**config.mk**
```make
export PLATFORM = sky130hd
export DESIGN_NAME = ppfb_ctrl
export DESIGN_NICKNAME = d
export VERILOG_FILES = /design/src/design/ppfb_pkg.sv /design/src/design/ppfb_ctrl.sv
export VERILOG_INCLUDE_DIRS = /design/src /design/src/design
export SDC_FILE = /design/constraint.sdc
export NUM_CORES = 1
export LEC_CHECK = 0
export BUFFER_PORTS_ARGS = -buffer_cell sky130_fd_sc_hd__buf_2
export CORE_ASPECT_RATIO = 1.2
export CORE_MARGIN = 10
export CORE_UTILIZATION = 27
export CTS_CLUSTER_DIAMETER = 30
export DETAILED_ROUTE_END_ITERATION = 7
export GPL_TIMING_DRIVEN = 0
export PLACE_DENSITY = 0.53
export SLEW_MARGIN = 20
export SYNTH_ARGS = -nofsm -noshare
export SYNTH_HDL_FRONTEND = slang
export SYNTH_SLANG_ARGS = --single-unit
export TNS_END_PERCENT = 1
```
**constraint.sdc**
```tcl
create_clock -name clk -period 1.15 [get_ports clk]
set_input_delay 0.1725 -clock clk [delete_from_list [all_inputs] [get_ports clk]]
set_output_delay 0.1725 -clock clk [all_outputs]
set_load 0.005 [all_outputs]
```
**src/design/packed_pixel_framebuffer_access_assert.svh**
```systemverilog
// Assertion macros used by the controller.
`ifndef PACKED_PIXEL_FRAMEBUFFER_ACCESS_ASSERT_SVH
`define PACKED_PIXEL_FRAMEBUFFER_ACCESS_ASSERT_SVH

// Same-cycle implication, checked out of reset.
`define PPFB_ASSERT_NOW(lbl, ante, cons, msg) \
  lbl: assert property (@(posedge clk) disable iff (!rst_n) (ante) |-> (cons)) \
    else $error(msg);

// Next-cycle implication, checked out of reset.
`define PPFB_ASSERT_NEXT(lbl, ante, cons, msg) \
  lbl: assert property (@(posedge clk) disable iff (!rst_n) (ante) |=> (cons)) \
    else $error(msg);

`endif

```
**src/design/ppfb_pkg.sv**
```systemverilog
package ppfb_pkg;

  localparam int MEM_BYTES_DEF   = 131072;
  localparam int PAL_ENTRIES_DEF = 256;

  localparam int AREA_W = 22;
  localparam int LIM_W  = 23;
  localparam int OFF_W  = 24;
  localparam int CMP_W  = 25;
  localparam int PADDR_W = 4;

  localparam logic [1:0] REG_DEPTH  = 2'd0;
  localparam logic [1:0] REG_WIDTH  = 2'd1;
  localparam logic [1:0] REG_HEIGHT = 2'd2;

  localparam logic [10:0] WIDTH_RST  = 11'd320;
  localparam logic [10:0] HEIGHT_RST = 11'd240;

  localparam logic [2:0] DEPTH_1BPP  = 3'd0;
  localparam logic [2:0] DEPTH_2BPP  = 3'd1;
  localparam logic [2:0] DEPTH_4BPP  = 3'd2;
  localparam logic [2:0] DEPTH_8BPP  = 3'd3;
  localparam logic [2:0] DEPTH_16BPP = 3'd4;

  typedef enum logic [2:0] {
    ACT_PIX_WR   = 3'd0,
    ACT_PIX_RD   = 3'd1,
    ACT_COLOR_RD = 3'd2,
    ACT_PAL_WR   = 3'd3,
    ACT_PAL_RD   = 3'd4
  } action_t;

  typedef struct packed {
    logic [2:0]        depth;
    logic [10:0]       width;
    logic [10:0]       height;
    logic [AREA_W-1:0] area;
  } cfg_t;

  typedef struct packed {
    logic capture;
    logic mul_en;
    logic loc_en;
    logic fr_rd;
    logic fr_wr;
    logic fr_merge;
    logic pix_en;
    logic pal_rd;
    logic pal_wr;
    logic out_load;
  } cmd_t;

  typedef struct packed {
    action_t act;
    logic    loc_ok;
    logic    sub_byte;
    logic    depth16;
  } sts_t;

  // log2 of pixels per byte, used for the coordinate shifts
  function automatic logic [1:0] coord_shift(input logic [2:0] depth);
    logic [1:0] s;
    case (depth)
      DEPTH_1BPP: s = 2'd3;
      DEPTH_2BPP: s = 2'd2;
      DEPTH_4BPP: s = 2'd1;
      default:    s = 2'd0;
    endcase
    return s;
  endfunction

  function automatic logic [7:0] pix_mask(input logic [2:0] depth);
    logic [7:0] m;
    case (depth)
      DEPTH_1BPP: m = 8'h01;
      DEPTH_2BPP: m = 8'h03;
      DEPTH_4BPP: m = 8'h0f;
      default:    m = 8'hff;
    endcase
    return m;
  endfunction

  // MSB-first packing: pixel 0 sits in the top bits
  function automatic logic [2:0] bit_pos(input logic [2:0] depth, input logic [2:0] xl);
    logic [2:0] p;
    case (depth)
      DEPTH_1BPP: p = 3'd7 - xl;
      DEPTH_2BPP: p = {2'd3 - xl[1:0], 1'b0};
      DEPTH_4BPP: p = xl[0] ? 3'd0 : 3'd4;
      default:    p = 3'd0;
    endcase
    return p;
  endfunction

endpackage

```
**src/design/ppfb_ctrl.sv**
```systemverilog
module ppfb_ctrl import ppfb_pkg::*; (
  input  logic       clk,
  input  logic       rst_n,
  input  logic       in_valid,
  input  logic [2:0] in_action,
  output logic       in_stall,
  output logic       out_valid,
  input  logic       out_stall,
  input  sts_t       sts,
  output cmd_t       cmd
);

  `include "packed_pixel_framebuffer_access_assert.svh"

  typedef enum logic [2:0] {
    ST_IDLE, ST_MUL, ST_LOC, ST_ACC, ST_MERGE, ST_PIXD, ST_PALA, ST_FIN
  } state_t;

  state_t state_r, state_nxt;
  logic   out_valid_r, out_valid_nxt;
  logic   accept;
  logic   out_free;
  logic   is_write;

  assign in_stall  = (state_r != ST_IDLE);
  assign accept    = in_valid & ~in_stall;
  assign out_valid = out_valid_r;
  assign out_free  = ~out_valid_r | ~out_stall;
  assign is_write  = (sts.act == ACT_PIX_WR);

  always_comb begin
    cmd = '0;
    cmd.capture = accept;
    state_nxt = state_r;
    unique case (state_r)
      ST_IDLE: begin
        if (accept) begin
          case (action_t'(in_action)) inside
            ACT_PIX_WR, ACT_PIX_RD, ACT_COLOR_RD: state_nxt = ST_MUL;
            ACT_PAL_WR, ACT_PAL_RD:               state_nxt = ST_PALA;
            default:                              state_nxt = ST_FIN;
          endcase
        end
      end
      ST_MUL: begin
        cmd.mul_en = 1'b1;
        state_nxt  = ST_LOC;
      end
      ST_LOC: begin
        cmd.loc_en = 1'b1;
        state_nxt  = ST_ACC;
      end
      ST_ACC: begin
        if (!sts.loc_ok) begin
          state_nxt = ST_FIN;
        end else if (is_write && !sts.sub_byte) begin
          cmd.fr_wr = 1'b1;
          state_nxt = ST_FIN;
        end else if (is_write) begin
          cmd.fr_rd = 1'b1;
          state_nxt = ST_MERGE;
        end else begin
          cmd.fr_rd = 1'b1;
          state_nxt = ST_PIXD;
        end
      end
      ST_MERGE: begin
        cmd.fr_merge = 1'b1;
        state_nxt    = ST_FIN;
      end
      ST_PIXD: begin
        cmd.pix_en = 1'b1;
        if (sts.act == ACT_COLOR_RD && !sts.depth16) state_nxt = ST_PALA;
        else state_nxt = ST_FIN;
      end
      ST_PALA: begin
        cmd.pal_wr = (sts.act == ACT_PAL_WR);
        cmd.pal_rd = (sts.act != ACT_PAL_WR);
        state_nxt  = ST_FIN;
      end
      ST_FIN: begin
        cmd.out_load = out_free;
        if (out_free) state_nxt = ST_IDLE;
      end
      default: state_nxt = ST_IDLE;
    endcase
  end

  always_comb begin
    out_valid_nxt = out_valid_r;
    if (cmd.out_load) out_valid_nxt = 1'b1;
    else if (out_valid_r && !out_stall) out_valid_nxt = 1'b0;
  end

  always_ff @(posedge clk) begin
    if (!rst_n) begin
      state_r     <= ST_IDLE;
      out_valid_r <= 1'b0;
    end else begin
      state_r     <= state_nxt;
      out_valid_r <= out_valid_nxt;
    end
  end

  `PPFB_ASSERT_NOW(a_frame_needs_ok, (cmd.fr_rd || cmd.fr_wr || cmd.fr_merge), sts.loc_ok,
    "frame access issued for an offset outside the window")
  `PPFB_ASSERT_NOW(a_merge_after_read, cmd.fr_merge, $past(cmd.fr_rd),
    "byte merge without a preceding frame read")
  `PPFB_ASSERT_NOW(a_no_overwrite, cmd.out_load, (!out_valid_r || !out_stall),
    "result loaded over a stalled beat")
  `PPFB_ASSERT_NEXT(a_busy_after_accept, accept, in_stall,
    "input not stalled right after accept")

endmodule

```
==> results.cfg, run 1 <==
[run_status]
status = complete, but fails checks
violations = negative setup slack

[floorplanning]
ios = 25
start_util = 0.290
fp.dieW_um = 56.2
die_area_um2 = 3560
fp-row-count = 15
core_area_um2 = 1460
die_h_um = 63.4

[detailed_routing]
wl_per_cell_um = 12.2
drt-total-wl_mm = 1.27
drtIter0Drc = 9
via_per_inst = 5.01
drt-pass1-iter-count = 4
remaining_drc_errors = 0
dr_total_vias = 521
ant_nets = 0

[worst_setup_path]
worstPathArrival_ps = 1270
cpPeakStageDelay_ps = 340
critPathRequiredTime_ps = 980
crit_chain = buf_6, nand3b_1, buf_4, a31oi_4, buf_2
cp_max_fo = 4
cp_slowest_cell = dfxtp_4
end_kind = output pin
path_class = reg2out
critPathBufInv = 3
start_kind = flip-flop
critPathTopFamily = buffers and inverters

[timing]
hold_violations = 0
tightestPinTransition_ps = 328
post-route-period-util = 1.25
max_freq_mhz = 695
rsz0062_at_grt = yes
skew_ps = 0.244
slew_violations = 0
period_needed_ps = 1440
worst_slack_ps = -290
setup_viol = 11
whs_ps = 225
slew_headroom = 0.780

[place]
placed_area_um2 = 566
post-place-ws_ps = -110
post-dp-hpwl_mm = 1.04
io_buffers = 24
routabilityCongestion = 0.792
dp_cells = 95

[power_and_ir_drop]
ir_worst_vdd_uv = 931
p_leak_nw = 0.319
p_per_area_nw_per_um2 = 1880

[yosys]
synthArstFlopShare = 0
synthAdderAreaFrac = 0
synth_top_family_by_area = simple AND/OR/NAND/NOR gates
synth_warnings = 0
synth.area.top_cells = dfxtp_1 19%, buf_4 5.3%, buf_6 5.3%
synth_mux_area_frac = 0
syn_inst = 54
synth_edf_count = 0
ys_types = 30
syn_area_per_cell_um2 = 7.85
synth_fp_nets = 67
synth_compound_area_frac = 0.189
yosysTopAreaCell = dfxtp_1
ys_ff_latch = 4
synth_ff_type = dfxtp_1
synth-simple-area-share = 0.499
ys_seq_area_frac = 0.189
synth_top_cell_area_share = 0.189
synth_xor_xnor_area_share = 0
synth_area_um2 = 424

[grt]
grt_antenna_before_repair = 0
track_usage = 0.0715
grt_overflow = 0
grt_first_pass_wirelength_mm = 2.17
grt_pass1_vias = 520
grt_max_degree = 11

[cells_and_area]
final_cell_area_um2 = 686
insertedDiodeCount = 0
area_growth_syn_to_layout_pct = 61.7
fin_cells = 104
drive_above_1_share = 0.632
nets = 102
fillers = 156

[cts]
clkLatencyLatePin_ps = 230
h-tree-depth = 1
cts_buffers = 3
cts_buffer_depth = 2
hold_buffers = 0
clk_pin_slew_ps = 40
cts-root-buf = clkbuf_4
cts_tree = yes
cts.sinks = 4

[hold_path]
hold_path_class = in2reg

[flow_run]
cap_violations = 0
## worst register-to-register path, stage by stage, from the launching register on
cell and delay [ps]:
dfxtp_4 340, buf_4 130, nor2b_1 50, nor2b_1 130, a221oi_2 270, nor3b_2 70
## timing repair
| action | in CTS | in global routing |
|---|---|---|
| cloned | 0 | 0 |
| gates resized for setup | 8 | 4 |
| pin swaps | 3 | 3 |
| buffers inserted | 5 | 1 |
| setup endpoints to repair | 11 | 12 |
## power breakdown
group          switching (mW)  internal (mW)  leakage (nW)
Sequential             0.0525          0.202        0.0342
Clock                  0.0516          0.116        0.0138
Combinational           0.396          0.473         0.271
## per-stage QoR
| stage | TNS, ps | utilization | total power, mW |
|---|---|---|---|
| final | -1950 | 0.468 | 1.29 |
| after global routing | -2670 | 0.468 | 1.40 |
| after CTS | -2150 | 0.445 | 1.24 |
| after detailed placement | -239 | 0.386 | 0.893 |
| after global placement | -223 | 0.386 | 0.892 |
| after floorplan | 0 | - | 0.688 |
## cell families (layout without fill, tap and decap cells)
kind of cell / count (synthesis) / count (layout)
AND/OR/NAND/NOR: 32 / 32
flip-flops: 4 / 4
AO/OA/AOI/OAI: 11 / 11
buffers and inverters: 7 / 40
## flip-flops by register name, summed over array words and instances, names as in the netlist
signal     count
state_r        3
out_valid      1
## cells in the final DEF (no fill, tap or decap)
cell type,netlist,routed
buf_2,0,23
buf_4,3,8
nand2_1,6,6
buf_6,2,4
nor3b_2,1,4
nor2_1,4,4
nand3_1,3,3
clkbuf_4,0,3
a21oi_2,2,2
nand3b_1,2,2
o21ai_1,2,2
nor2b_1,2,2
dfxtp_2,0,2
nand3_2,1,1
nor4bb_2,1,1
nor4_2,1,1
and3b_1,1,1
and3_1,1,1
nor3_4,0,1
inv_2,0,1
and2_1,1,1
inv_1,2,1
a31oi_4,0,1
o211ai_1,1,1
a21oi_1,1,1
or2_2,1,1
a31oi_1,2,1
nor4b_1,1,1
o21ai_0,1,1
nor3_1,1,1
nand4_1,1,1
a221oi_2,1,1
a21boi_0,1,1
dfxtp_1,4,1
dfxtp_4,0,1
## metal layers
layer,global-route usage,up-vias,wire [um]
met1,0.0676,241,480
met3,0.0220,0,80
li1,-,266,-
met4,0.0361,0,0
met5,0,-,0
met2,0.133,14,705
## area by class of cell
| class | count | area, um^2 | share of cell area |
|---|---|---|---|
| Buffer | 5 | 45.0 | 0.0657 |
| Clock buffer | 3 | 22.5 | 0.0328 |
| Inverter | 2 | 7.51 | 0.0109 |
| Multi-Input combinational cell | 43 | 328 | 0.478 |
| Sequential cell | 4 | 86.3 | 0.126 |
| Tap cell | 17 | 21.3 | 0.0310 |
| Timing Repair Buffer | 30 | 175 | 0.255 |
## synthesized netlist by cell type, types with 2 or more instances
library cell	number
nor2b_1	2
nand2_1	6
nand3b_1	2
buf_4	3
nor3b_1	3
o21ai_1	2
buf_6	2
a31oi_1	2
a21oi_2	2
nor2_1	4
nand3_1	3
inv_1	2
dfxtp_1	4
## worst paths after layout
kind / startpoint / endpoint / slack, ps / depth (start not counted)
max: state_r[0] / cmd[2] / -290 / 5
min: rst_n / state_r[0] / 230 / 3
max reg2reg: state_r[0] / state_r[2] / 40 / 5
min reg2reg: out_valid / out_valid / 570 / 2
Power figures use the tool's default switching activity.
==> inputs of run 2 (changes only) <==
- clock period: 1.15 -> 1.59 ns (I/O delays scaled with it)
==> results.cfg, run 2 (synthesized netlist as in run 1, its figures left out) <==
[grt]
grt_max_degree = 11
grt_antenna_before_repair = 0
track_usage = 0.0663
grt_first_pass_wirelength_mm = 2.01
grt_overflow = 0
grt_pass1_vias = 488

[cts]
cts-root-buf = clkbuf_4
cts.sinks = 4
clk_pin_slew_ps = 30
cts_tree = yes
h-tree-depth = 1
cts_buffer_depth = 2
hold_buffers = 0
cts_buffers = 3
clkLatencyLatePin_ps = 230

[cells_and_area]
largest_reg_flops = 3
top_register = state_r
nets = 96
insertedDiodeCount = 0
final_common_cell = buf_2
layout_common_cells = 24 x buf_2, 6 x nand2_1, 4 x nor2_1
area_growth_syn_to_layout_pct = 38.9
fin_cells = 98
drive_above_1_share = 0.519

[worst_setup_path]
critPathTopFamily = simple AND/OR/NAND/NOR gates
r2r_start = state_r[2]
path_class = reg2out
crit_chain = buf_6, nand3b_1, nor4bb_2, buf_2
cpPeakStageDelay_ps = 330
start_kind = flip-flop
r2r_cells = 5
cp_max_fo = 10
end_kind = output pin
cp_num_cells = 4
critPathRequiredTime_ps = 1350
cp_slowest_cell = dfxtp_2
critPathBufInv = 2
worstPathArrival_ps = 1310
startpoint = state_r[0]

[detailed_routing]
via_per_inst = 4.84
drt-pass1-iter-count = 2
remaining_drc_errors = 0
drtIter0Drc = 1
drt-total-wl_mm = 1.18
ant_nets = 0
wl_per_cell_um = 12.1
dr_total_vias = 474

[place]
routabilityCongestion = 0.792
post-dp-hpwl_mm = 1.04
dp_cells = 95
io_buffers = 24

[floorplanning]
fp.dieW_um = 56.2
core_area_um2 = 1460
fp-row-count = 15
start_util = 0.290
ios = 25
die_area_um2 = 3560
die_h_um = 63.4

[timing]
period_needed_ps = 1550
whs_ps = 292
max_freq_mhz = 646
tightestPinTransition_ps = 328
hold_violations = 0
rsz0062_at_grt = yes
slew_headroom = 0.779
post-route-period-util = 0.973
skew_ps = 0.998
slew_violations = 0
setup_viol = 0

[run_status]
status = finished clean

[power_and_ir_drop]
p_leak_nw = 0.276
p_per_area_nw_per_um2 = 1290
ir_worst_vdd_uv = 575

[hold_path]
hold_depth = 3
min-delay-start = rst_n
hold_path_class = in2reg

[flow_run]
cap_violations = 0
run 2: timing repair:
action | in CTS | in global routing
gates resized for setup | 0 | 1
endpoints found under the hold margin | 0 | 0
setup buffers | 0 | 0
setup endpoints to repair | 0 | 2
run 2: path summary, 6_finish.rpt:
path,to,slack (ps)
worst max-delay path,cmd[1],40
worst min-delay path,state_r[0],290
worst max register to register,state_r[1],480
worst min register to register,out_valid,570
run 2: tightest hold or removal path: cells and delay by family:
family                 cells  cell delay (ps)
AND/OR/NAND/NOR            1               60
AO/OA/AOI/OAI              1               60
buffers and inverters      1              120
run 2: routing by layer:
layer	vias up	global-route usage	share of wire
met5	-	0	0
met4	0	0.0361	0
met3	0	0.0220	0.065
met2	12	0.121	0.52
met1	211	0.0631	0.41
li1	251	-	-
run 2: area by class of cell:
cell class	count	area [um^2]
Buffer	5	45.0
Clock buffer	3	22.5
Fill cell	166	875
Inverter	2	7.51
Multi-Input combinational cell	43	292
Sequential cell	4	81.3
Tap cell	17	21.3
Timing Repair Buffer	24	120
run 2: per-stage QoR:
stage	setup TNS [ps]	worst slack, ps	utilization	instance area, um^2	power [mW]
2_1_floorplan	0	432	-	424	0.498
3_3_place_gp	0	282	0.386	566	0.645
3_5_place_dp	0	264	0.386	566	0.646
4_1_cts	0	11.5	0.402	588	0.775
5_1_grt	-74.2	-74.2	0.403	589	0.826
6_report	0	42.1	0.403	589	0.761
run 2: power breakdown:
part	switching [mW]	internal, mW
registers	0.0404	0.137
logic	0.233	0.229
clock network	0.0368	0.0841
