<file path="src/design/packed_pixel_framebuffer_access_assert.svh">
// Assertion macros used by the controller.
`ifndef PACKED_PIXEL_FRAMEBUFFER_ACCESS_ASSERT_SVH
`define PACKED_PIXEL_FRAMEBUFFER_ACCESS_ASSERT_SVH

// Same-cycle implication, checked out of reset.
`define PPFB_ASSERT_NOW(lbl, ante, cons, msg) \
  lbl: assert property (@(posedge clk) disable iff (!rst_n) (ante) |-> (cons)) \
    else $error(msg);

// Next-cycle implication, checked out of reset.
`define PPFB_ASSERT_NEXT(lbl, ante, cons, msg) \
  lbl: assert property (@(posedge clk) disable iff (!rst_n) (ante) |=> (cons)) \
    else $error(msg);

`endif

</file>
<file path="src/design/ppfb_pkg.sv">
package ppfb_pkg;

  localparam int MEM_BYTES_DEF   = 131072;
  localparam int PAL_ENTRIES_DEF = 256;

  localparam int AREA_W = 22;
  localparam int LIM_W  = 23;
  localparam int OFF_W  = 24;
  localparam int CMP_W  = 25;
  localparam int PADDR_W = 4;

  localparam logic [1:0] REG_DEPTH  = 2'd0;
  localparam logic [1:0] REG_WIDTH  = 2'd1;
  localparam logic [1:0] REG_HEIGHT = 2'd2;

  localparam logic [10:0] WIDTH_RST  = 11'd320;
  localparam logic [10:0] HEIGHT_RST = 11'd240;

  localparam logic [2:0] DEPTH_1BPP  = 3'd0;
  localparam logic [2:0] DEPTH_2BPP  = 3'd1;
  localparam logic [2:0] DEPTH_4BPP  = 3'd2;
  localparam logic [2:0] DEPTH_8BPP  = 3'd3;
  localparam logic [2:0] DEPTH_16BPP = 3'd4;

  typedef enum logic [2:0] {
    ACT_PIX_WR   = 3'd0,
    ACT_PIX_RD   = 3'd1,
    ACT_COLOR_RD = 3'd2,
    ACT_PAL_WR   = 3'd3,
    ACT_PAL_RD   = 3'd4
  } action_t;

  typedef struct packed {
    logic [2:0]        depth;
    logic [10:0]       width;
    logic [10:0]       height;
    logic [AREA_W-1:0] area;
  } cfg_t;

  typedef struct packed {
    logic capture;
    logic mul_en;
    logic loc_en;
    logic fr_rd;
    logic fr_wr;
    logic fr_merge;
    logic pix_en;
    logic pal_rd;
    logic pal_wr;
    logic out_load;
  } cmd_t;

  typedef struct packed {
    action_t act;
    logic    loc_ok;
    logic    sub_byte;
    logic    depth16;
  } sts_t;

  // log2 of pixels per byte, used for the coordinate shifts
  function automatic logic [1:0] coord_shift(input logic [2:0] depth);
    logic [1:0] s;
    case (depth)
      DEPTH_1BPP: s = 2'd3;
      DEPTH_2BPP: s = 2'd2;
      DEPTH_4BPP: s = 2'd1;
      default:    s = 2'd0;
    endcase
    return s;
  endfunction

  function automatic logic [7:0] pix_mask(input logic [2:0] depth);
    logic [7:0] m;
    case (depth)
      DEPTH_1BPP: m = 8'h01;
      DEPTH_2BPP: m = 8'h03;
      DEPTH_4BPP: m = 8'h0f;
      default:    m = 8'hff;
    endcase
    return m;
  endfunction

  // MSB-first packing: pixel 0 sits in the top bits
  function automatic logic [2:0] bit_pos(input logic [2:0] depth, input logic [2:0] xl);
    logic [2:0] p;
    case (depth)
      DEPTH_1BPP: p = 3'd7 - xl;
      DEPTH_2BPP: p = {2'd3 - xl[1:0], 1'b0};
      DEPTH_4BPP: p = xl[0] ? 3'd0 : 3'd4;
      default:    p = 3'd0;
    endcase
    return p;
  endfunction

endpackage

</file>
<file path="src/design/ppfb_regs.sv">
module ppfb_regs import ppfb_pkg::*; (
  input  logic               clk,
  input  logic               rst_n,
  input  logic               psel,
  input  logic               penable,
  input  logic               pwrite,
  input  logic [PADDR_W-1:0] paddr,
  input  logic [31:0]        pwdata,
  output logic [31:0]        prdata,
  output logic               pready,
  output cfg_t               cfg
);

  logic [2:0]        depth_r;
  logic [10:0]       width_r;
  logic [10:0]       height_r;
  logic [AREA_W-1:0] area_r;
  logic              wr_en;
  logic [1:0]        reg_idx;

  assign wr_en   = psel & penable & pwrite;
  assign reg_idx = paddr[3:2];
  assign pready  = 1'b1;

  always_ff @(posedge clk) begin
    if (!rst_n) begin
      depth_r  <= DEPTH_1BPP;
      width_r  <= WIDTH_RST;
      height_r <= HEIGHT_RST;
      area_r   <= AREA_W'(WIDTH_RST) * AREA_W'(HEIGHT_RST);
    end else begin
      if (wr_en) begin
        unique case (reg_idx)
          REG_DEPTH:  depth_r  <= pwdata[2:0];
          REG_WIDTH:  width_r  <= pwdata[10:0];
          REG_HEIGHT: height_r <= pwdata[10:0];
          default: ;
        endcase
      end
      // window area, kept current for the bound check
      area_r <= AREA_W'(width_r) * AREA_W'(height_r);
    end
  end

  always_comb begin
    unique case (reg_idx)
      REG_DEPTH:  prdata = {29'd0, depth_r};
      REG_WIDTH:  prdata = {21'd0, width_r};
      REG_HEIGHT: prdata = {21'd0, height_r};
      default:    prdata = 32'd0;
    endcase
  end

  assign cfg = '{depth: depth_r, width: width_r, height: height_r, area: area_r};

endmodule

</file>
<file path="config.mk">
export PLATFORM = sky130hd
export DESIGN_NAME = ppfb_regs
export DESIGN_NICKNAME = d
export VERILOG_FILES = /design/src/design/packed_pixel_framebuffer_access_assert.svh /design/src/design/ppfb_pkg.sv /design/src/design/ppfb_regs.sv
export SDC_FILE = /design/constraint.sdc
export NUM_CORES = 1
export LEC_CHECK = 0
export BUFFER_PORTS_ARGS = -buffer_cell sky130_fd_sc_hd__buf_4
export CORE_ASPECT_RATIO = 1.5
export CORE_MARGIN = 2
export CORE_UTILIZATION = 25
export DETAILED_ROUTE_END_ITERATION = 10
export GPL_ROUTABILITY_DRIVEN = 0
export PLACE_DENSITY_LB_ADDON = 0.08
export SLEW_MARGIN = 0
export SYNTH_ARGS = -nofsm -noshare
export SYNTH_HDL_FRONTEND = slang
export SYNTH_SLANG_ARGS = --single-unit
</file>
<file path="constraint.sdc">
create_clock -name clk -period 5.77 [get_ports clk]
set_clock_uncertainty 0.1 [all_clocks]
set_input_delay 0.577 -clock clk [delete_from_list [all_inputs] [get_ports clk]]
set_output_delay 0.577 -clock clk [all_outputs]
set_load 0.02 [all_outputs]
</file>
==> results_dict.tcl, run 1 <==
set metrics [dict create \
    dp_hpwl_um 14300 \
    numCtsBuffers 5 \
    yosysWarnings 0 \
    seq_area_frac_synth 0.157 \
    portBuffers 75 \
    core_um2 23600 \
    end_kind "flop" \
    die_y_um 193 \
    ys.flop_type "dfxtp_1" \
    rsz0062_at_grt "no" \
    vias 4824 \
    syn_area_per_cell_um2 8.54 \
    yosysMostFrequentCell "nand2_1" \
    placed_cells 1079 \
    synth-seq-cells 47 \
    slew_viol_final 0 \
    initial_core_util 0.254 \
    grt_pass1_vias 5206 \
    cts_setup_buffers 0 \
    period_needed_ns 5.36 \
    crit_type "reg2reg" \
    cts.sinks 47 \
    die_x_um 130 \
    area_growth_pct 17.7 \
    antenna_left 0 \
    synth-edff-count 0 \
    clock_latency_ns 0.31 \
    grt_pass1_wl_um 29000 \
    async_flop_share 0 \
    layout.cells.non_filler 1088 \
    cp.arrival_ns 5.45 \
    cp-start-kind "flop" \
    drive_gt1_frac 0.156 \
    synth.distinct_cells 53 \
    slew_headroom 0.440 \
    cp_max_fo 14 \
    htreeDepth 2 \
    cts_tree "built" \
    peakVddDrop_mv 0.0909 \
    dr.pass1.iters 4 \
    setup_violations 0 \
    antenna_found_initial 0 \
    cts-hold-fix-buffers 0 \
    dieArea_um2 25200 \
    fillerInstances 2516 \
    drt-initial-drc-count 158 \
    tns_ns 0 \
    startpoint "width_r[5]" \
    syn-cell-area_um2 5980 \
    required_ns 5.86 \
    power_leakage_nw 3.63 \
    hold_viol_final 0 \
    grt_max_degree 30 \
    final_nets 948 \
    tightest_slew_ns 0.838 \
    worst_hold_slack_ns 0.392 \
    wl_per_cell_um 16.4 \
    hold_start "pwdata[5]" \
    placed_area_um2 6880 \
    vias_per_cell 4.43 \
    hp-class "in2reg" \
    synth.area.top_cells "fa_1 27%, dfxtp_1 16%, ha_1 13%" \
    grt_usage 0.151 \
    synth_top_area_share 0.268 \
    clk_path_buf_depth 2 \
    overflow 0 \
    drc 0 \
    yosysTopAreaCell "fa_1" \
    rows 69 \
    final_area_um2 7040 \
    cts_resized 0 \
    ios 121 \
    synth_common_cells "121 x nand2_1, 114 x inv_1, 80 x fa_1" \
    rr_startpoint "width_r[5]" \
    period_share 0.929 \
    maxCapViolCount 0 \
    clock-root-buffer "clkbuf_16" \
    wl_um 17900 \
    run_status "completed" \
    p_per_area_nw_per_um2 129 \
    clk_pin_slew_ns 0.07 \
    syn_inst 700 \
    fmax_ghz 0.187 \
]
-- cells by family (layout without fill, tap and decap cells) --
logic type                 after synthesis  count (layout)  synth area share
and+or+nand+nor                        238             238             0.194
buffers and inverters                  173             221             0.123
adders and majority gates              140             140             0.393
AOI/OAI and AO/OA                       77              77            0.0937
DFF                                     47              47             0.157
muxes                                   14              14            0.0236
xor gates and xnor gates                 9               9            0.0132
other                                    2              23           0.00126
-- stage by stage --
stage / worst slack, ns / util / total power [mW]
finish: 0.411 / 0.299 / 0.908
global route: 0.167 / 0.299 / 0.962
CTS: 0.367 / 0.299 / 0.934
detailed placement: 0.373 / 0.292 / 0.596
global placement: 0.385 / 0.292 / 0.595
floorplan: 0.803 / - / 0.517
-- worst max-delay path, cell delays in order (launching register included) --
cell,delay (ns)
dfxtp_1,0.77
nand2_1,0.15
fa_1,0.57
fa_1,0.47
fa_1,0.55
inv_1,0.05
fa_1,0.49
inv_1,0.05
fa_1,0.48
inv_1,0.05
ha_1,0.37
a21o_1,0.21
a211oi_2,0.29
o21ai_2,0.14
a21oi_2,0.18
mux2_1,0.33
-- per-layer routing --
| metal | vias to the layer above | global-route usage | wire (um) |
|---|---|---|---|
| li1 | 2256 | - | - |
| met1 | 2434 | 0.185 | 7310 |
| met2 | 109 | 0.268 | 9520 |
| met3 | 25 | 0.0194 | 626 |
| met4 | 0 | 0.0510 | 429 |
| met5 | - | 0 | 0 |
-- final timing paths --
kind | end | slack (ns) | depth (start not counted)
max | area_r[16] | 0.41 | 15
min | height_r[5] | 0.39 | 3
min reg2reg | width_r[0] | 0.42 | 2
max reg2reg | area_r[16] | 0.41 | 15
-- report_power, final --
part	total [mW]	internal (mW)	leakage, nW	switching [mW]
logic	0.236	0.0904	3.17	0.146
clock network	0.326	0.185	0.0772	0.141
registers	0.346	0.336	0.381	0.00977
total	0.908	0.612	3.63	0.296
-- final cells by class --
class                           count  area [um2]  share of cell area
Inverter                          116         435              0.0618
Multi-Input combinational cell    500        4380               0.622
Antenna cell                        1        2.50            0.000355
Timing Repair Buffer               97         728               0.103
Sequential cell                    47         941               0.134
Clock buffer                        8         156              0.0222
Tap cell                          319         399              0.0567
-- cells in the final DEF, fill, tap and decap left out, types with 2 or more instances in the layout --
cell and count:
nor3b_1 3, buf_4 97, clkbuf_8 2, o21ai_1 3, a21oi_1 26, a22o_1 8
o21ai_2 2, nor3_1 2, o21ai_0 4, nor2_1 11, nand4_1 3, nand3_1 9
xnor2_1 4, conb_1 22, o21a_1 5, a31oi_1 2, nand2b_1 10, clkbuf_16 5
o21bai_1 2, a21oi_2 2, mux2i_1 13, and3_1 2, nor2b_1 3, dfxtp_1 47
a211oi_2 2, inv_1 114, a211o_1 3, a21o_1 6, fa_1 80, xor2_1 5
nand2_1 121, o211ai_1 2, and2_1 68, ha_1 60
-- state kept, by name, summed over array words and instances (netlist names) --
| name | flops |
|---|---|
| area_r | 22 |
| depth_r | 3 |
| height_r | 11 |
| width_r | 11 |
Power figures use the tool's default switching activity.
==> run 2, diff against run 1 <==
--- a/config.mk
+++ b/config.mk
@@ -7,7 +7,7 @@
 export LEC_CHECK = 0
 export BUFFER_PORTS_ARGS = -buffer_cell sky130_fd_sc_hd__buf_4
 export CORE_ASPECT_RATIO = 1.5
-export CORE_MARGIN = 2
+export CORE_MARGIN = 5
 export CORE_UTILIZATION = 25
 export DETAILED_ROUTE_END_ITERATION = 10
 export GPL_ROUTABILITY_DRIVEN = 0
==> results_dict.tcl, run 2 (synthesis results as in run 1) <==
set metrics [dict create \
    cpMostUsedCell "fa_1" \
    vias 4829 \
    cts.sinks 47 \
    core_um2 23700 \
    area_growth_pct 17.3 \
    reg_top3 "area_r (22), height_r (11), width_r (11)" \
    power.internal_mw 0.588 \
    p_per_area_nw_per_um2 126 \
    ios 121 \
    dr.pass1.iters 4 \
    clkPwrFrac 0.340 \
    final_nets 947 \
    cts_resized 0 \
    critPathSlowestCell "dfxtp_1" \
    clock-root-buffer "clkbuf_16" \
    rsz0062_at_grt "no" \
    worst_r2r_path_depth 15 \
    power_leakage_nw 3.61 \
    initial_core_util 0.253 \
    overflow 0 \
    tightest_slew_ns 0.815 \
    dp_hpwl_um 14600 \
    final_cell_mix "121 x nand2_1, 114 x inv_1, 96 x buf_4, 80 x fa_1, 68 x and2_1" \
    grt.met3_usage 0.0196 \
    numCtsBuffers 5 \
    grt_pass1_wl_um 28800 \
    antennaDiodeCount 0 \
    r2r_setup_slack_ns 0.48 \
    end_kind "flop" \
    largest_reg_flops 22 \
    run_status "completed" \
    required_ns 5.86 \
    grt_usage 0.140 \
    fillerInstances 2606 \
    placed_cells 1078 \
    portBuffers 75 \
    cp_max_fo 14 \
    rr_startpoint "height_r[5]" \
    cp.arrival_ns 5.39 \
    sw_frac_of_total 0.336 \
    fmax_ghz 0.189 \
    drt-initial-drc-count 188 \
    cp-start-kind "flop" \
    startpoint "height_r[5]" \
    antenna_left 0 \
    wl_um 18100 \
    cts_tree "built" \
    grt_max_degree 30 \
    top_register "area_r" \
    peakVddDrop_mv 0.0913 \
    final_common_cell "nand2_1" \
    setup_violations 0 \
    power.net_switching_mw 0.298 \
    met2_usage 0.245 \
    power_frac_seq 0.391 \
    slew_headroom 0.455 \
    grt.busiest_layer "met2" \
    fin_ws_ns 0.478 \
    crit_path_end "area_r[16]" \
    crit_path_cell_trace "nand2_1 -> fa_1 -> fa_1 -> fa_1 -> inv_1 -> fa_1 -> inv_1 -> fa_1 -> inv_1 -> ha_1 -> a21o_1 -> a211oi_2 -> o21ai_2 -> a21oi_2 -> mux2_1" \
    drive_gt1_frac 0.154 \
    htreeDepth 2 \
    grt_pass1_vias 5211 \
    vias_per_cell 4.45 \
    r2r_end "area_r[16]" \
    layout.cells.non_filler 1086 \
    wl_per_cell_um 16.7 \
    cts_setup_buffers 0 \
    rows 69 \
    hp-class "in2reg" \
    period_needed_ns 5.29 \
    clk_path_buf_depth 2 \
    die_y_um 199 \
    hold_start "pwdata[8]" \
    crit_type "reg2reg" \
    gr-usage-met1 0.167 \
    drc 0 \
    utilization 0.296 \
    die_x_um 136 \
    pre_cts_ws_ns 0.388 \
    tns_ns 0 \
    slew_viol_final 0 \
    clk_pin_slew_ns 0.07 \
    max_stage_delay_ns 0.78 \
    maxCapViolCount 0 \
    hold_depth 3 \
    worst_hold_slack_ns 0.392 \
    dieArea_um2 27200 \
    clock_latency_ns 0.30 \
    antenna_found_initial 0 \
    combPwrFrac 0.269 \
    period_share 0.917 \
    hold_viol_final 0 \
    cts-hold-fix-buffers 0 \
]
run 2: cell type report:
type / count / area (um2) / area share
Clock buffer: 7 / 133 / 0.0189
Clock inverter: 1 / 5.00 / 0.000714
Inverter: 116 / 435 / 0.0621
Multi-Input combinational cell: 500 / 4380 / 0.624
Sequential cell: 47 / 941 / 0.134
Tap cell: 319 / 399 / 0.0569
Timing Repair Buffer: 96 / 721 / 0.103
run 2: how the worst min path moves through the flow:
stage / slack, ns / endpoint
2_1_floorplan: 0.46 / height_r[1]
3_3_place_gp: 0.41 / width_r[0]
3_5_place_dp: 0.41 / width_r[0]
4_1_cts: 0.37 / height_r[7]
5_1_grt: 0.39 / width_r[8]
6_report: 0.39 / width_r[8]
run 2: metrics by stage:
step	total power, mW	cell area (um2)
after floorplan	0.517	6050
after global placement	0.597	6870
after detailed placement	0.598	6870
after CTS	0.910	7010
after global routing	0.938	7010
final	0.885	7010
run 2: layer usage:
| metal | vias to the layer above | routed length [um] |
|---|---|---|
| met3 | 29 | 697 |
| met5 | - | 0 |
| met2 | 117 | 9330 |
| met4 | 0 | 720 |
| met1 | 2422 | 7360 |
| li1 | 2261 | - |
run 2: worst max-delay path, delay by kind of cell (launching register included):
family / cells / cell delay (ns)
buffers and inverters: 3 / 0.14
muxes: 1 / 0.32
AOI/OAI and AO/OA: 4 / 0.84
DFF: 1 / 0.78
and+or+nand+nor: 1 / 0.17
adders and majority gates: 6 / 2.82
run 2: power by group through the flow:
stage / combinational [mW] / sequential (mW) / clock [mW]
6_report: 0.238 / 0.346 / 0.301
5_1_grt: 0.267 / 0.347 / 0.324
4_1_cts: 0.246 / 0.347 / 0.318
3_5_place_dp: 0.244 / 0.354 / 0
3_3_place_gp: 0.243 / 0.354 / 0
2_1_floorplan: 0.154 / 0.363 / 0
==> run 3, diff against run 2 <==
--- a/config.mk
+++ b/config.mk
@@ -11,7 +11,9 @@
 export CORE_UTILIZATION = 25
 export DETAILED_ROUTE_END_ITERATION = 10
 export GPL_ROUTABILITY_DRIVEN = 0
+export GPL_TIMING_DRIVEN = 0
 export PLACE_DENSITY_LB_ADDON = 0.08
+export RECOVER_POWER = 50
 export SLEW_MARGIN = 0
 export SYNTH_ARGS = -nofsm -noshare
 export SYNTH_HDL_FRONTEND = slang
==> results_dict.tcl, run 3 (synthesis results as in run 1) <==
set metrics [dict create \
    required_ns 5.87 \
    largest_reg_flops 22 \
    wl_per_cell_um 16.6 \
    area_growth_pct 16.5 \
    die_y_um 199 \
    reg_top3 "area_r (22), height_r (11), width_r (11)" \
    cp_max_fo 10 \
    combPwrFrac 0.274 \
    critPathSlowestCell "fa_1" \
    fmax_ghz 0.183 \
    setup_violations 0 \
    cpMostUsedCell "fa_1" \
    vias 4886 \
    initial_core_util 0.253 \
    overflow 0 \
    clock_latency_ns 0.31 \
    cp.arrival_ns 5.57 \
    cts.sinks 47 \
    power_leakage_nw 3.48 \
    ios 121 \
    power_frac_seq 0.383 \
    utilization 0.295 \
    power.net_switching_mw 0.306 \
    tightest_slew_ns 0.823 \
    grt_max_degree 14 \
    slew_viol_final 0 \
    layout.cells.non_filler 1121 \
    tns_ns 0 \
    final_area_um2 6970 \
    final_nets 982 \
    run_status "completed" \
    antenna_left 0 \
    drive_gt1_frac 0.0923 \
    hp-class "in2reg" \
    peakVddDrop_mv 0.101 \
    drc 0 \
    r2r_setup_slack_ns 0.30 \
    grt_pass1_vias 5366 \
    max_stage_delay_ns 0.56 \
    vias_per_cell 4.36 \
    dp_hpwl_um 15500 \
    clk_pin_slew_ns 0.07 \
    period_share 0.948 \
    cp-start-kind "flop" \
    antennaDiodeCount 0 \
    crit_type "reg2reg" \
    top_register "area_r" \
    cts-hold-fix-buffers 0 \
    cts_tree "built" \
    period_needed_ns 5.47 \
    portBuffers 74 \
    sw_frac_of_total 0.343 \
    maxCapViolCount 0 \
    p_per_area_nw_per_um2 128 \
    antenna_found_initial 1 \
    grt_usage 0.143 \
    dr.pass1.iters 4 \
    grt_pass1_wl_um 29600 \
    clk_path_buf_depth 2 \
    placed_area_um2 7010 \
    crit_path_cell_trace "clkbuf_1 -> nand2_1 -> fa_1 -> fa_1 -> fa_1 -> inv_1 -> fa_1 -> inv_1 -> fa_1 -> inv_1 -> ha_1 -> a21o_1 -> a211oi_2 -> o21ai_2 -> a21oi_2 -> mux2_1" \
    hold_viol_final 0 \
    rsz0062_at_grt "no" \
    placed_cells 1113 \
    drt-initial-drc-count 150 \
    wl_um 18700 \
    end_kind "flop" \
    core_um2 23700 \
    fillerInstances 2647 \
    final_common_cell "nand2_1" \
    power.internal_mw 0.587 \
    clock-root-buffer "clkbuf_16" \
    slew_headroom 0.452 \
    htreeDepth 2 \
    rows 69 \
    dieArea_um2 27200 \
    numCtsBuffers 5 \
    final_cell_mix "121 x nand2_1, 114 x inv_1, 81 x clkbuf_1, 80 x fa_1, 68 x and2_1" \
    clkPwrFrac 0.343 \
    die_x_um 136 \
]
-- run 3: cell types whose count changed in the layout (fill, tap and decap cells not counted) --
cell,previous run,this run
buf_2,0,2
clkbuf_2,0,2
clkbuf_1,2,81
buf_4,96,48
-- run 3: critical path, delay by kind of cell, from the launching register on --
kind | cells | cell delay, ns
adder cells (fa/ha/maj) | 6 | 2.82
multiplexers | 1 | 0.33
AO/OA/AOI/OAI | 4 | 0.83
buffers and inverters | 4 | 0.66
AND/OR/NAND/NOR | 1 | 0.16
flip-flops | 1 | 0.46
-- run 3: power by group through the flow --
stage | clock network, mW | registers (mW) | logic (mW)
after floorplan | 0 | 0.363 | 0.154
after global placement | 0 | 0.350 | 0.260
after detailed placement | 0 | 0.350 | 0.261
after CTS | 0.321 | 0.343 | 0.262
after global routing | 0.328 | 0.344 | 0.275
final | 0.307 | 0.342 | 0.244
-- run 3: routing by layer --
metal,GRT usage,up-vias,routed length (um)
met2,0.267,98,10100
met4,0.0433,0,323
met3,0.0174,14,482
met5,0,-,0
met1,0.171,2441,7760
li1,-,2333,-
-- run 3: what timing repair did --
item                                    CTS  global route
gates resized for setup                   0             4
endpoints found under the setup margin    0             7
setup buffers                             0             0
-- run 3: path summary, 6_finish.rpt --
path | from | to | cells past startpoint
hold / removal | pwdata[5] | height_r[5] | 3
setup reg to reg | height_r[5] | area_r[16] | 16
setup / recovery | height_r[5] | area_r[16] | 16
hold reg to reg | width_r[9] | width_r[9] | 2
-- run 3: layout make-up --
| type | count | area, um2 | area share |
|---|---|---|---|
| plain buffers | 57 | 302 | 0.0433 |
| clock buffers | 7 | 133 | 0.0190 |
| repair buffers | 74 | 375 | 0.0539 |
| clock inverters | 1 | 5.00 | 0.000718 |
| flip-flops and latches | 47 | 941 | 0.135 |
| multi-input cells | 500 | 4380 | 0.628 |
| inverters | 116 | 435 | 0.0625 |
| well taps | 319 | 399 | 0.0573 |
-- run 3: per-stage QoR --
step	power [mW]	setup slack (ns)	hold WS (ns)
floorplan	0.517	0.803	0.460
global placement	0.610	0.0618	0.407
detailed placement	0.611	0.0745	0.406
CTS	0.926	0.0576	0.372
global route	0.946	0.00193	0.390
finish	0.893	0.299	0.386
